===== src/design/trd_pkg.sv =====
`timescale 1ns / 1ps

package trd_pkg;

    localparam int unsigned DATA_W = 32;
    localparam int unsigned RELOAD_W = 16;
    localparam int unsigned STATUS_W = 2;
    localparam int unsigned CNT_W = $clog2(DATA_W);

    localparam logic [STATUS_W-1:0] ST_OK         = 2'd0;
    localparam logic [STATUS_W-1:0] ST_RATE_ZERO  = 2'd1;
    localparam logic [STATUS_W-1:0] ST_RATE_HIGH  = 2'd2;
    localparam logic [STATUS_W-1:0] ST_PRESC_WIDE = 2'd3;

    localparam logic [DATA_W-1:0] CLK_HZ_RESET   = 32'd72000000;
    localparam logic [DATA_W-1:0] PRESC_FIELD_MAX = 32'h0000_FFFF;
    // multiplicative inverses mod 2^32, exact division by 5 and by 3
    localparam logic [DATA_W-1:0] INV5 = 32'hCCCC_CCCD;
    localparam logic [DATA_W-1:0] INV3 = 32'hAAAA_AAAB;

    typedef struct packed {
        logic load;
        logic div_step;
        logic chk;
        logic fac;
        logic out_load;
    } cmd_t;

    typedef struct packed {
        logic rate_zero;
        logic period_over;
        logic out_free;
    } sts_t;

endpackage


===== src/design/trd_ctrl.sv =====
`timescale 1ns / 1ps

module trd_ctrl
(
    input  logic          clk,
    input  logic          rst_n,
    input  logic          start,
    input  trd_pkg::sts_t sts,
    output logic          idle,
    output trd_pkg::cmd_t cmd
);

    localparam logic [2:0] S_IDLE  = 3'd0;
    localparam logic [2:0] S_DIV   = 3'd1;
    localparam logic [2:0] S_CHECK = 3'd2;
    localparam logic [2:0] S_FAC   = 3'd3;
    localparam logic [2:0] S_FIN   = 3'd4;

    logic [2:0]                state_reg;
    logic [2:0]                state_next;
    logic [trd_pkg::CNT_W-1:0] cnt_reg;
    logic [trd_pkg::CNT_W-1:0] cnt_next;

    always_comb
    begin
        state_next = state_reg;
        cnt_next   = cnt_reg;
        cmd        = '0;
        unique case (state_reg)
            S_IDLE:
            begin
                if (start)
                begin
                    cmd.load   = 1'b1;
                    cnt_next   = '0;
                    state_next = S_DIV;
                end
            end
            S_DIV:
            begin
                cmd.div_step = 1'b1;
                cnt_next     = cnt_reg + 1'b1;
                if (cnt_reg == trd_pkg::CNT_W'(trd_pkg::DATA_W - 1))
                begin
                    state_next = S_CHECK;
                end
            end
            S_CHECK:
            begin
                if (sts.rate_zero || !sts.period_over)
                begin
                    state_next = S_FIN;
                end
                else
                begin
                    cmd.chk    = 1'b1;
                    state_next = S_FAC;
                end
            end
            S_FAC:
            begin
                cmd.fac    = 1'b1;
                state_next = S_CHECK;
            end
            S_FIN:
            begin
                if (sts.out_free)
                begin
                    cmd.out_load = 1'b1;
                    state_next   = S_IDLE;
                end
            end
            default:
            begin
                state_next = S_IDLE;
            end
        endcase
    end

    assign idle = (state_reg == S_IDLE);

    always_ff @(posedge clk or negedge rst_n)
    begin
        if (!rst_n)
        begin
            state_reg <= S_IDLE;
            cnt_reg   <= '0;
        end
        else
        begin
            state_reg <= state_next;
            cnt_reg   <= cnt_next;
        end
    end

    a_fac_returns: assert property (@(posedge clk) disable iff (!rst_n)
        state_reg == S_FAC |=> state_reg == S_CHECK)
        else $error("factor step did not return to check");

    a_div_ends: assert property (@(posedge clk) disable iff (!rst_n)
        (state_reg == S_DIV && cnt_reg == trd_pkg::CNT_W'(trd_pkg::DATA_W - 1))
        |=> state_reg == S_CHECK)
        else $error("divider ran past its last step");

    a_out_free: assert property (@(posedge clk) disable iff (!rst_n)
        cmd.out_load |-> sts.out_free)
        else $error("result loaded into a full output register");

endmodule


===== src/design/trd_dp.sv =====
`timescale 1ns / 1ps

module trd_dp
#(
    parameter logic [31:0] PERIOD_LIMIT = 32'd65535
)
(
    input  logic                                 clk,
    input  logic                                 rst_n,
    input  trd_pkg::cmd_t                        cmd,
    output trd_pkg::sts_t                        sts,
    input  logic                                 cfg_we,
    input  logic [trd_pkg::DATA_W-1:0]           cfg_data,
    input  logic [trd_pkg::DATA_W-1:0]           rate,
    output logic                                 out_valid,
    input  logic                                 out_ready,
    output logic [trd_pkg::RELOAD_W-1:0]         reload_value,
    output logic [trd_pkg::DATA_W-1:0]           prescale_value,
    output logic [trd_pkg::STATUS_W-1:0]         status
);

    logic [trd_pkg::DATA_W-1:0]   clk_hz_reg;
    logic [trd_pkg::DATA_W-1:0]   div_reg;
    logic [trd_pkg::DATA_W-1:0]   rem_reg;
    logic [trd_pkg::DATA_W-1:0]   quo_reg;
    logic [trd_pkg::DATA_W-1:0]   presc_reg;
    logic                         rate_zero_reg;
    logic                         div5_reg;
    logic                         div3_reg;
    logic                         valid_reg;
    logic [trd_pkg::RELOAD_W-1:0] reload_reg;
    logic [trd_pkg::DATA_W-1:0]   pval_reg;
    logic [trd_pkg::STATUS_W-1:0] status_reg;

    logic [trd_pkg::DATA_W:0]     rem_shift;
    logic                         rem_ge;
    logic [6:0]                   nib_sum;
    logic [4:0]                   fold;
    logic [3:0]                   mod15;
    logic [trd_pkg::DATA_W-1:0]   inv_sel;
    logic [trd_pkg::DATA_W-1:0]   prod;
    logic [trd_pkg::DATA_W-1:0]   presc_m1;
    logic [trd_pkg::DATA_W-1:0]   period_m1;

    // restoring division step
    assign rem_shift = {rem_reg, quo_reg[trd_pkg::DATA_W-1]};
    assign rem_ge    = (rem_shift >= {1'b0, div_reg});

    // residue mod 15 through nibble sums, since 16 = 1 mod 15
    always_comb
    begin
        nib_sum = '0;
        for (int i = 0; i < 8; i++)
        begin
            nib_sum = nib_sum + 7'(quo_reg[4*i +: 4]);
        end
        fold  = 5'(nib_sum[6:4]) + 5'(nib_sum[3:0]);
        mod15 = (fold >= 5'd15) ? 4'(fold - 5'd15) : fold[3:0];
    end

    assign inv_sel   = div5_reg ? trd_pkg::INV5 : trd_pkg::INV3;
    assign prod      = quo_reg * inv_sel;
    assign presc_m1  = presc_reg - 1'b1;
    assign period_m1 = quo_reg - 1'b1;

    assign sts.rate_zero   = rate_zero_reg;
    assign sts.period_over = (quo_reg > PERIOD_LIMIT);
    assign sts.out_free    = !valid_reg || out_ready;

    always_ff @(posedge clk or negedge rst_n)
    begin
        if (!rst_n)
        begin
            clk_hz_reg <= trd_pkg::CLK_HZ_RESET;
            valid_reg  <= 1'b0;
        end
        else
        begin
            if (cfg_we)
            begin
                clk_hz_reg <= cfg_data;
            end
            if (cmd.out_load)
            begin
                valid_reg <= 1'b1;
            end
            else if (out_ready)
            begin
                valid_reg <= 1'b0;
            end
        end
    end

    always_ff @(posedge clk)
    begin
        if (cmd.load)
        begin
            div_reg       <= rate;
            rem_reg       <= '0;
            quo_reg       <= clk_hz_reg;
            presc_reg     <= trd_pkg::DATA_W'(1);
            rate_zero_reg <= (rate == '0);
        end
        if (cmd.div_step)
        begin
            rem_reg <= rem_ge ? trd_pkg::DATA_W'(rem_shift - {1'b0, div_reg})
                              : rem_shift[trd_pkg::DATA_W-1:0];
            quo_reg <= {quo_reg[trd_pkg::DATA_W-2:0], rem_ge};
        end
        if (cmd.chk)
        begin
            div5_reg <= (mod15 == 4'd0) || (mod15 == 4'd5) || (mod15 == 4'd10);
            div3_reg <= (mod15 == 4'd0) || (mod15 == 4'd3) || (mod15 == 4'd6)
                        || (mod15 == 4'd9) || (mod15 == 4'd12);
        end
        if (cmd.fac)
        begin
            priority if (div5_reg)
            begin
                quo_reg   <= prod;
                presc_reg <= {presc_reg[trd_pkg::DATA_W-3:0], 2'b00} + presc_reg;
            end
            else if (div3_reg)
            begin
                quo_reg   <= prod;
                presc_reg <= {presc_reg[trd_pkg::DATA_W-2:0], 1'b0} + presc_reg;
            end
            else
            begin
                quo_reg   <= {1'b0, quo_reg[trd_pkg::DATA_W-1:1]};
                presc_reg <= {presc_reg[trd_pkg::DATA_W-2:0], 1'b0};
            end
        end
        if (cmd.out_load)
        begin
            priority if (rate_zero_reg)
            begin
                status_reg <= trd_pkg::ST_RATE_ZERO;
                reload_reg <= '0;
                pval_reg   <= '0;
            end
            else if (quo_reg == '0)
            begin
                status_reg <= trd_pkg::ST_RATE_HIGH;
                reload_reg <= '0;
                pval_reg   <= '0;
            end
            else if (presc_m1 > trd_pkg::PRESC_FIELD_MAX)
            begin
                status_reg <= trd_pkg::ST_PRESC_WIDE;
                reload_reg <= '0;
                pval_reg   <= '0;
            end
            else
            begin
                status_reg <= trd_pkg::ST_OK;
                reload_reg <= period_m1[trd_pkg::RELOAD_W-1:0];
                pval_reg   <= presc_m1;
            end
        end
    end

    assign out_valid      = valid_reg;
    assign reload_value   = reload_reg;
    assign prescale_value = pval_reg;
    assign status         = status_reg;

    a_err_zero: assert property (@(posedge clk) disable iff (!rst_n)
        (valid_reg && status_reg != trd_pkg::ST_OK)
        |-> (reload_reg == '0 && pval_reg == '0))
        else $error("error result carries nonzero values");

    a_hold: assert property (@(posedge clk) disable iff (!rst_n)
        (valid_reg && !out_ready) |=> valid_reg)
        else $error("stalled result dropped");

    a_presc_nonzero: assert property (@(posedge clk) disable iff (!rst_n)
        $past(cmd.fac) |-> presc_reg != '0)
        else $error("prescaler collapsed to zero");

endmodule


===== src/design/timer_rate_divider_split.sv =====
`timescale 1ns / 1ps
// Timer rate divider split.
// Write the timer clock frequency in hertz on the cfg channel (reset value
// 72000000); cfg_ready is always high, write only while the block is idle.
// Each transfer on the s_ channel carries one wanted update rate in hertz.
// The block divides the clock by the rate, then moves factors of 5, 3 or 2
// from the period into the prescaler until the period is within PERIOD_LIMIT.
// One result leaves on the m_ channel per input: reload value, prescale
// value and a status code in m_tuser (ok, rate zero, rate above clock,
// prescaler wider than 16 bits; on error both values are zero).
// The number of factoring steps is at most 16 with the default limit and 24
// with a limit of 255. The bit-serial divider runs first; then the
// test-and-scale loop alternates a check state and a factor state for each
// factoring step, and a final state loads the result into the output.
// One item is worked on at a time; s_tready is high while the controller is
// idle, including while a finished result waits in the output register, so
// the next input is accepted only after the previous result has been loaded.
// When m_tready is low the result holds and a following item stops before
// its result is loaded. Reset empties the output register and returns the
// controller to idle.

module timer_rate_divider_split
#(
    parameter logic [31:0] PERIOD_LIMIT = 32'd65535
)
(
    input  logic        clk,
    input  logic        rst_n,
    input  logic        cfg_valid,
    output logic        cfg_ready,
    input  logic [31:0] cfg_data,   // timer_clock_hz
    input  logic        s_tvalid,
    output logic        s_tready,
    input  logic [31:0] s_tdata,    // [31:0] sample_rate_hz
    output logic        m_tvalid,
    input  logic        m_tready,
    output logic [47:0] m_tdata,    // [15:0] reload_value, [47:16] prescale_value
    output logic [1:0]  m_tuser     // [1:0] status
);

    trd_pkg::cmd_t cmd;
    trd_pkg::sts_t sts;
    logic          idle;
    logic          start;

    assign cfg_ready = 1'b1;
    assign s_tready  = idle;
    assign start     = s_tvalid && idle;

    trd_ctrl u_ctrl
    (
        .clk   (clk),
        .rst_n (rst_n),
        .start (start),
        .sts   (sts),
        .idle  (idle),
        .cmd   (cmd)
    );

    trd_dp
    #(
        .PERIOD_LIMIT (PERIOD_LIMIT)
    )
    u_dp
    (
        .clk            (clk),
        .rst_n          (rst_n),
        .cmd            (cmd),
        .sts            (sts),
        .cfg_we         (cfg_valid),
        .cfg_data       (cfg_data),
        .rate           (s_tdata),
        .out_valid      (m_tvalid),
        .out_ready      (m_tready),
        .reload_value   (m_tdata[15:0]),
        .prescale_value (m_tdata[47:16]),
        .status         (m_tuser)
    );

endmodule

===== config.mk =====
export PLATFORM = sky130hd
export DESIGN_NAME = timer_rate_divider_split
export DESIGN_NICKNAME = d
export VERILOG_FILES = /design/src/design/trd_pkg.sv /design/src/design/trd_ctrl.sv /design/src/design/trd_dp.sv /design/src/design/timer_rate_divider_split.sv
export SDC_FILE = /design/constraint.sdc
export NUM_CORES = 1
export LEC_CHECK = 0
export BUFFER_PORTS_ARGS = -buffer_cell sky130_fd_sc_hd__buf_2
export CAP_MARGIN = 20
export CORE_UTILIZATION = 30
export DETAILED_ROUTE_END_ITERATION = 10
export MAX_ROUTING_LAYER = met4
export PLACE_DENSITY = 0.5
export SKIP_CTS_REPAIR_TIMING = 1
export SYNTH_ARGS = -nofsm -noshare
export SYNTH_HDL_FRONTEND = slang
export SYNTH_SLANG_ARGS = --single-unit
export TNS_END_PERCENT = 20

===== constraint.sdc =====
create_clock -name clk -period 8.7 [get_ports clk]
set_input_delay 0.435 -clock clk [delete_from_list [all_inputs] [get_ports clk]]
set_output_delay 0.435 -clock clk [all_outputs]
set_load 0.02 [all_outputs]

==> flow_metrics.tcl, run 1 <==
set metrics [dict create \
    required_ns 9.00 \
    ys_types 78 \
    dr.pass1.iters 5 \
    cp_data_arrival_time_ns 8.41 \
    worst_path_max_delay_cell "a221oi_1" \
    h-tree-depth 1 \
    max_stage_delay_ns 0.60 \
    crit_path_start_kind "flop" \
    groute.usage.overall_pct 18.5 \
    insertion_delay_ns 0.56 \
    wl_per_cell_um 19.3 \
    synth_cells 2917 \
    fill_cells 9574 \
    area_growth_pct 11.2 \
    synth_top_family_by_area "adder cells" \
    drc 0 \
    grt_overflow_total 0 \
    cts.sinks 222 \
    netlist_area_um2 27800 \
    port_buffers 120 \
    die_w_um 306 \
    status "finished, violations left" \
    synthXorXnorAreaFrac_pct 5.23 \
    crit_type "flop to flop" \
    synth_ff_type "edfxtp_1" \
    via_per_inst 4.87 \
    ys_seq_area_share_pct 23.3 \
    fin_nets 3762 \
    dp_cells 4228 \
    worstHoldPathType "input port to async pin" \
    final-hold-violation-count 17 \
    maxCapViolations 0 \
    fmax_mhz 123 \
    clkTransAtPathRegs_ns 0.06 \
    synth.largest_area_cell "fa_1" \
    ys_warn_count 0 \
    worstMarginPinSlew_ns 1.14 \
    timing.final.crit_share_pct 93.2 \
    failed_checks "hold timing" \
    rsz0062_at_grt "false" \
    maxSlewHeadroom_pct 23.9 \
    cts_made_buffers 26 \
    path_delay_family "adder cells" \
    synth_edf_count 181 \
    ys_seq_elements 222 \
    grt_pass1_vias 21200 \
    cts_tree "done" \
    worst_clock_skew_ns 0.0110 \
    synth_top_area_share_pct 22.6 \
    antenna_found_initial 2 \
    path_buf_inv 7 \
    syn_avg_cell_area_um2 9.53 \
    hpwl_um 68000 \
    gp_congestion 0.938 \
    routed_wl_um 82600 \
    drv_slew 0 \
    setup_viol 0 \
    synthMuxAreaShare_pct 2.54 \
    die-area_um2 93900 \
    synth_area_leaders "fa_1, edfxtp_1, ha_1" \
    final_cells 4277 \
    start_util_pct 30.3 \
    synth-simple-area-share_pct 11.1 \
    crit_path_end_kind "flop" \
    critPathMaxFanout 24 \
    synth_commonest_cells "inv_1, fa_1, ha_1" \
    drt-initial-drc-count 1320 \
    synth-async-reset-ratio_pct 18.5 \
    hold_ws_ns -0.0204 \
    grt_pass1_wl_um 129000 \
    die_y_um 306 \
    synth_compound_area_share_pct 12.2 \
    cts_root_buffer "clkbuf_16" \
    io_pins 122 \
    grt_max_degree 61 \
    fin_crit_ns 8.11 \
    tns_ns 0 \
    clk_path_buf_depth 3 \
    coreArea_um2 91700 \
    crit_top_cell "fa_1" \
    final_area_um2 30900 \
    fp-row-count 111 \
    vias 20800 \
    postRouteAntennaNets 0 \
    placed_area_um2 30100 \
    synth_fa_ha_area_share_pct 36.5 \
    drive_above_1_share_pct 8.87 \
    post-synth-top-count-cell "inv_1" \
]
logic make-up after synthesis:
| logic type | count (synthesis) |
|---|---|
| compound gates | 530 |
| xor+xnor | 166 |
| fa+ha+maj | 623 |
| buf+inv | 661 |
| flops | 222 |
| mux | 66 |
| other cells | 2 |
| simple gates | 647 |
cell usage in the layout, fill, tap and decap left out, types with 9 or more instances in the layout:
master / instances
a2111oi_0: 10
a211oi_1: 46
a21o_1: 57
a21oi_1: 118
a31oi_1: 25
and3_1: 27
buf_2: 120
buf_4: 37
clkbuf_16: 27
conb_1: 48
dfrtp_1: 33
edfxtp_1: 181
fa_1: 314
ha_1: 309
inv_1: 581
mux2_2: 33
mux2i_1: 32
nand2_1: 202
nand2b_1: 21
nand3_1: 32
nand4_1: 17
nor2_1: 186
nor2_2: 11
nor2b_1: 22
nor3_1: 48
nor3b_1: 9
nor4_1: 20
o211ai_1: 25
o21a_1: 18
o21ai_0: 135
o21bai_1: 14
o22ai_1: 10
or3_1: 11
xnor2_1: 129
xor2_1: 37
layout make-up:
| class | count | area (µm²) | share of cell area, % |
|---|---|---|---|
| Tap cell | 1186 | 1480 | 4.80 |
| Clock inverter | 16 | 151 | 0.490 |
| Multi-Input combinational cell | 2080 | 19000 | 61.5 |
| Inverter | 582 | 2180 | 7.07 |
| Clock buffer | 32 | 694 | 2.25 |
| Antenna cell | 1 | 2.50 | 0.00810 |
| Sequential cell | 222 | 6470 | 20.9 |
| Timing Repair Buffer | 158 | 906 | 2.93 |
through the flow:
| stage | setup slack (ns) | utilization, % | hold slack, ns |
|---|---|---|---|
| 2_1_floorplan | 1.05 | - | 0.139 |
| 3_3_place_gp | 0.672 | 32.8 | 0.492 |
| 3_5_place_dp | 0.606 | 32.8 | 0.498 |
| 4_1_cts | 0.591 | 33.7 | -0.0203 |
| 5_1_grt | 0.104 | 33.7 | 0.0182 |
| 6_report | 0.591 | 33.7 | -0.0204 |
path summary, 6_finish.rpt:
check,endpoint,slack (ns),from,cells after the start
worst max-delay path,u_dp.quo_reg[29],0.59,u_dp.div5_reg,26
min in group clk,u_dp.div_reg[19],0.06,s_tdata[19],1
worst min-delay path,u_dp.out_valid,-0.02,rst_n,2
worst max register to register,u_dp.quo_reg[29],0.59,u_dp.div5_reg,26
worst min register to register,u_dp.clk_hz_reg[5],0.51,u_dp.clk_hz_reg[5],1
max in group asynchronous,u_ctrl.state_reg[1],8.24,rst_n,2
metal layers:
layer / vias to the layer above / routed length [µm] / track usage, %
met2: 472 / 37800 / 29.0
li1: 9975 / - / -
met4: 0 / 1330 / 2.85
met3: 68 / 3790 / 2.11
met5: - / 0 / -
met1: 10300 / 39700 / 26.0
Power of run 1 is left out: the tool's default activity adds up to more than one toggle a clock period on the data nets, which glitch-free logic cannot reach.
==> inputs of run 2 (changes only) <==
--- a/config.mk
+++ b/config.mk
@@ -11,6 +11,7 @@
 export DETAILED_ROUTE_END_ITERATION = 10
 export MAX_ROUTING_LAYER = met4
 export PLACE_DENSITY = 0.5
+export REMOVE_ABC_BUFFERS = 1
 export SKIP_CTS_REPAIR_TIMING = 1
 export SYNTH_ARGS = -nofsm -noshare
 export SYNTH_HDL_FRONTEND = slang
==> flow_metrics.tcl, run 2 (synthesis results as in run 1) <==
set metrics [dict create \
    grt_pass1_wl_um 132000 \
    grt_overflow_total 0 \
    port_buffers 120 \
    grt_pass1_vias 22000 \
    r2r_start "u_dp.div5_reg" \
    rsz0062_at_grt "false" \
    hold_ws_ns -0.0353 \
    coreArea_um2 91700 \
    wl_per_cell_um 19.8 \
    final-hold-violation-count 19 \
    vias 20800 \
    cts_root_buffer "clkbuf_16" \
    worstHoldPathType "input port to async pin" \
    dr.pass1.iters 5 \
    worst_clock_skew_ns 0.0293 \
    clkTransAtPathRegs_ns 0.07 \
    grt_max_degree 62 \
    fmax_mhz 123 \
    gp_congestion 0.943 \
    postRouteAntennaNets 0 \
    antenna_found_initial 3 \
    via_per_inst 4.85 \
    io_pins 122 \
    setup_viol 0 \
    crit_path_start_kind "flop" \
    critPathMaxFanout 13 \
    fp-row-count 111 \
    drive_above_1_share_pct 9.60 \
    fin_nets 3774 \
    cts.sinks 222 \
    insertion_delay_ns 0.60 \
    clk_path_buf_depth 3 \
    maxSlewHeadroom_pct 24.6 \
    crit_type "flop to flop" \
    area_growth_pct 12.0 \
    worstMarginPinSlew_ns 1.12 \
    h-tree-depth 1 \
    cts_tree "done" \
    die_y_um 306 \
    routed_wl_um 85000 \
    start_util_pct 30.3 \
    timing.final.crit_share_pct 93.2 \
    drv_slew 0 \
    layout_common_cells "inv_1, fa_1, ha_1" \
    hpwl_um 70200 \
    fin_crit_ns 8.11 \
    crit_path_end_kind "flop" \
    status "finished, violations left" \
    drt-initial-drc-count 1650 \
    die_w_um 306 \
    drc 0 \
    tns_ns 0 \
    cp_data_arrival_time_ns 8.53 \
    crit_start "u_dp.div5_reg" \
    failed_checks "hold timing" \
    required_ns 9.13 \
    maxCapViolations 0 \
    final_common_cell "inv_1" \
    die-area_um2 93900 \
    utilization_pct 34.0 \
    cts_made_buffers 29 \
    fill_cells 9557 \
    groute.usage.overall_pct 19.0 \
]
==> run 2: worst paths after layout <==
kind                                       end  slack [ns]  depth (start not counted)
setup reg to reg              u_dp.quo_reg[24]        0.59                         26
hold reg to reg            u_dp.clk_hz_reg[12]        0.51                          1
min in group clk              u_dp.div_reg[26]        0.03                          1
max in group asynchronous  u_ctrl.state_reg[1]        8.23                          2
hold / removal             u_dp.clk_hz_reg[31]       -0.04                          2
setup / recovery              u_dp.quo_reg[24]        0.59                         26
==> run 2: worst max-delay path, stage by stage, from the launching register on <==
cell	delay, ns
edfxtp_1	0.50
inv_2	0.24
buf_4	0.24
nand2_1	0.16
fa_1	0.55
inv_1	0.09
fa_1	0.51
inv_1	0.05
fa_1	0.49
inv_1	0.05
fa_1	0.53
inv_1	0.05
fa_1	0.50
inv_1	0.04
ha_1	0.28
inv_1	0.09
fa_1	0.54
inv_1	0.06
fa_1	0.47
ha_1	0.51
a21bo_2	0.27
a31oi_1	0.64
o21ai_0	0.30
a21oi_1	0.28
mux2i_1	0.22
o211ai_1	0.12
o21ai_0	0.16
==> run 2: cell type report <==
cell class	instances	area, µm²	share of cell area, %
Antenna cell	3	7.51	0.0241
Clock buffer	32	737	2.37
Clock inverter	22	263	0.844
Inverter	582	2180	7.02
Multi-Input combinational cell	2080	19000	61.1
Sequential cell	222	6470	20.8
Tap cell	1186	1480	4.77
Timing Repair Buffer	167	961	3.09
==> run 2: layer usage <==
layer  global-route usage (%)  vias to the layer above  routed length (µm)
li1                         -                    10000                   -
met1                     25.4                    10300               39500
met2                     31.0                      414               40000
met3                     1.85                      104                3330
met4                     4.23                        0                2170
met5                        -                        -                   0
==> run 2: stage by stage <==
step | worst slack (ns) | instance area, µm² | instances
after floorplan | -0.357 | 27600 | 2884
after global placement | 0.613 | 30100 | 4236
after detailed placement | 0.511 | 30100 | 4236
after CTS | 0.508 | 31100 | 4290
after global routing | 0.0535 | 31100 | 4293
final | 0.595 | 31100 | 4294
Power of run 2 is left out for the same reason.
==> inputs of run 3 (changes only) <==
--- a/config.mk
+++ b/config.mk
@@ -11,6 +11,7 @@
 export DETAILED_ROUTE_END_ITERATION = 10
 export MAX_ROUTING_LAYER = met4
 export PLACE_DENSITY = 0.5
+export RECOVER_POWER = 100
 export REMOVE_ABC_BUFFERS = 1
 export SKIP_CTS_REPAIR_TIMING = 1
 export SYNTH_ARGS = -nofsm -noshare
==> flow_metrics.tcl, run 3 (synthesis results as in run 1) <==
set metrics [dict create \
    drt-initial-drc-count 1613 \
    utilization_pct 33.7 \
    crit_path_end_kind "flop" \
    wl_per_cell_um 19.8 \
    worstHoldPathType "input port to flop" \
    postRouteAntennaNets 0 \
    insertion_delay_ns 0.60 \
    failed_checks "capacitance limit, slew limit" \
    drive_above_1_share_pct 6.25 \
    start_util_pct 30.3 \
    groute.usage.overall_pct 19.0 \
    grt_overflow_total 0 \
    fin_crit_ns 8.13 \
    worst_path_max_delay_cell "a31oi_1" \
    grt_max_degree 62 \
    cts_tree "done" \
    path_delay_family "adder cells" \
    path_buf_inv 9 \
    cts.sinks 222 \
    crit_type "flop to flop" \
    clkTransAtPathRegs_ns 0.07 \
    die_y_um 306 \
    worst_clock_skew_ns 0.0292 \
    reg2reg_slack_ns 0.57 \
    grt_pass1_wl_um 132000 \
    timing.final.crit_share_pct 93.5 \
    final-hold-violation-count 0 \
    required_ns 9.11 \
    maxCapViolations 13 \
    dr.pass1.iters 5 \
    fmax_mhz 123 \
    drv_slew 421 \
    layout_common_cells "inv_1, fa_1, ha_1" \
    fill_cells 9621 \
    io_pins 122 \
    vias 20800 \
    antenna_found_initial 3 \
    cts_root_buffer "clkbuf_16" \
    via_per_inst 4.85 \
    grt_pass1_vias 22000 \
    regArea_um2 6470 \
    routed_wl_um 85100 \
    gp_congestion 0.943 \
    status "finished, violations left" \
    dpl_worst_slack_ns 0.511 \
    rsz0062_at_grt "false" \
    hpwl_um 70200 \
    hold_ws_ns 0.0403 \
    fp-row-count 111 \
    port_buffers 120 \
    area_growth_pct 11.2 \
    maxSlewHeadroom_pct -116 \
    cts_made_buffers 29 \
    die_w_um 306 \
    max_stage_delay_ns 0.65 \
    final_common_cell "inv_1" \
    crit_path_start_kind "flop" \
    coreArea_um2 91700 \
    die-area_um2 93900 \
    cp_data_arrival_time_ns 8.54 \
    clk_path_buf_depth 3 \
    critPathMaxFanout 13 \
    worstMarginPinSlew_ns 3.24 \
    drc 0 \
    setup_ws_ns 0.569 \
    h-tree-depth 1 \
    multi_input_area_um2 19000 \
    setup_viol 0 \
    fin_nets 3774 \
]
==> run 3: worst register-to-register path, delay by kind of cell (launching register included) <==
kind	cells	cell delay [ns]
multiplexers	1	0.22
buffers and inverters	9	0.91
AND/OR/NAND/NOR	1	0.16
adder cells (fa/ha/maj)	9	4.37
AO/OA/AOI/OAI	6	1.79
flip-flops	1	0.50
==> run 3: path summary, 6_finish.rpt <==
check	start	to	cells after the start
min in group asynchronous	rst_n	u_dp.clk_hz_reg[31]	2
max in group asynchronous	rst_n	u_ctrl.state_reg[1]	2
setup / recovery	u_dp.div5_reg	u_dp.quo_reg[24]	26
setup reg to reg	u_dp.div5_reg	u_dp.quo_reg[24]	26
hold reg to reg	u_dp.clk_hz_reg[12]	u_dp.clk_hz_reg[12]	1
hold / removal	s_tdata[24]	u_dp.div_reg[24]	1
==> run 3: per-layer routing <==
metal / wire length (µm) / track usage [%] / vias to the layer above
met1: 39300 / 25.4 / 10300
met5: 0 / - / -
li1: - / - / 10000
met4: 2150 / 4.23 / 0
met3: 3660 / 1.85 / 105
met2: 40000 / 31.0 / 420
==> run 3: layout make-up <==
| class | count | share of cell area, % |
|---|---|---|
| Clock buffer | 32 | 2.38 |
| Sequential cell | 222 | 20.9 |
| Multi-Input combinational cell | 2080 | 61.3 |
| Antenna cell | 2 | 0.0162 |
| Clock inverter | 22 | 0.850 |
| Timing Repair Buffer | 167 | 2.62 |
| Inverter | 582 | 7.07 |
| Tap cell | 1186 | 4.80 |
==> run 3: metrics by stage <==
stage / setup TNS, ns / cell area, µm² / cells
finish: 0 / 30900 / 4293
global placement: 0 / 30100 / 4236
detailed placement: 0 / 30100 / 4236
floorplan: -1.20 / 27600 / 2884
CTS: 0 / 31100 / 4290
global route: 0 / 30900 / 4293
Power of run 3 is left out for the same reason.
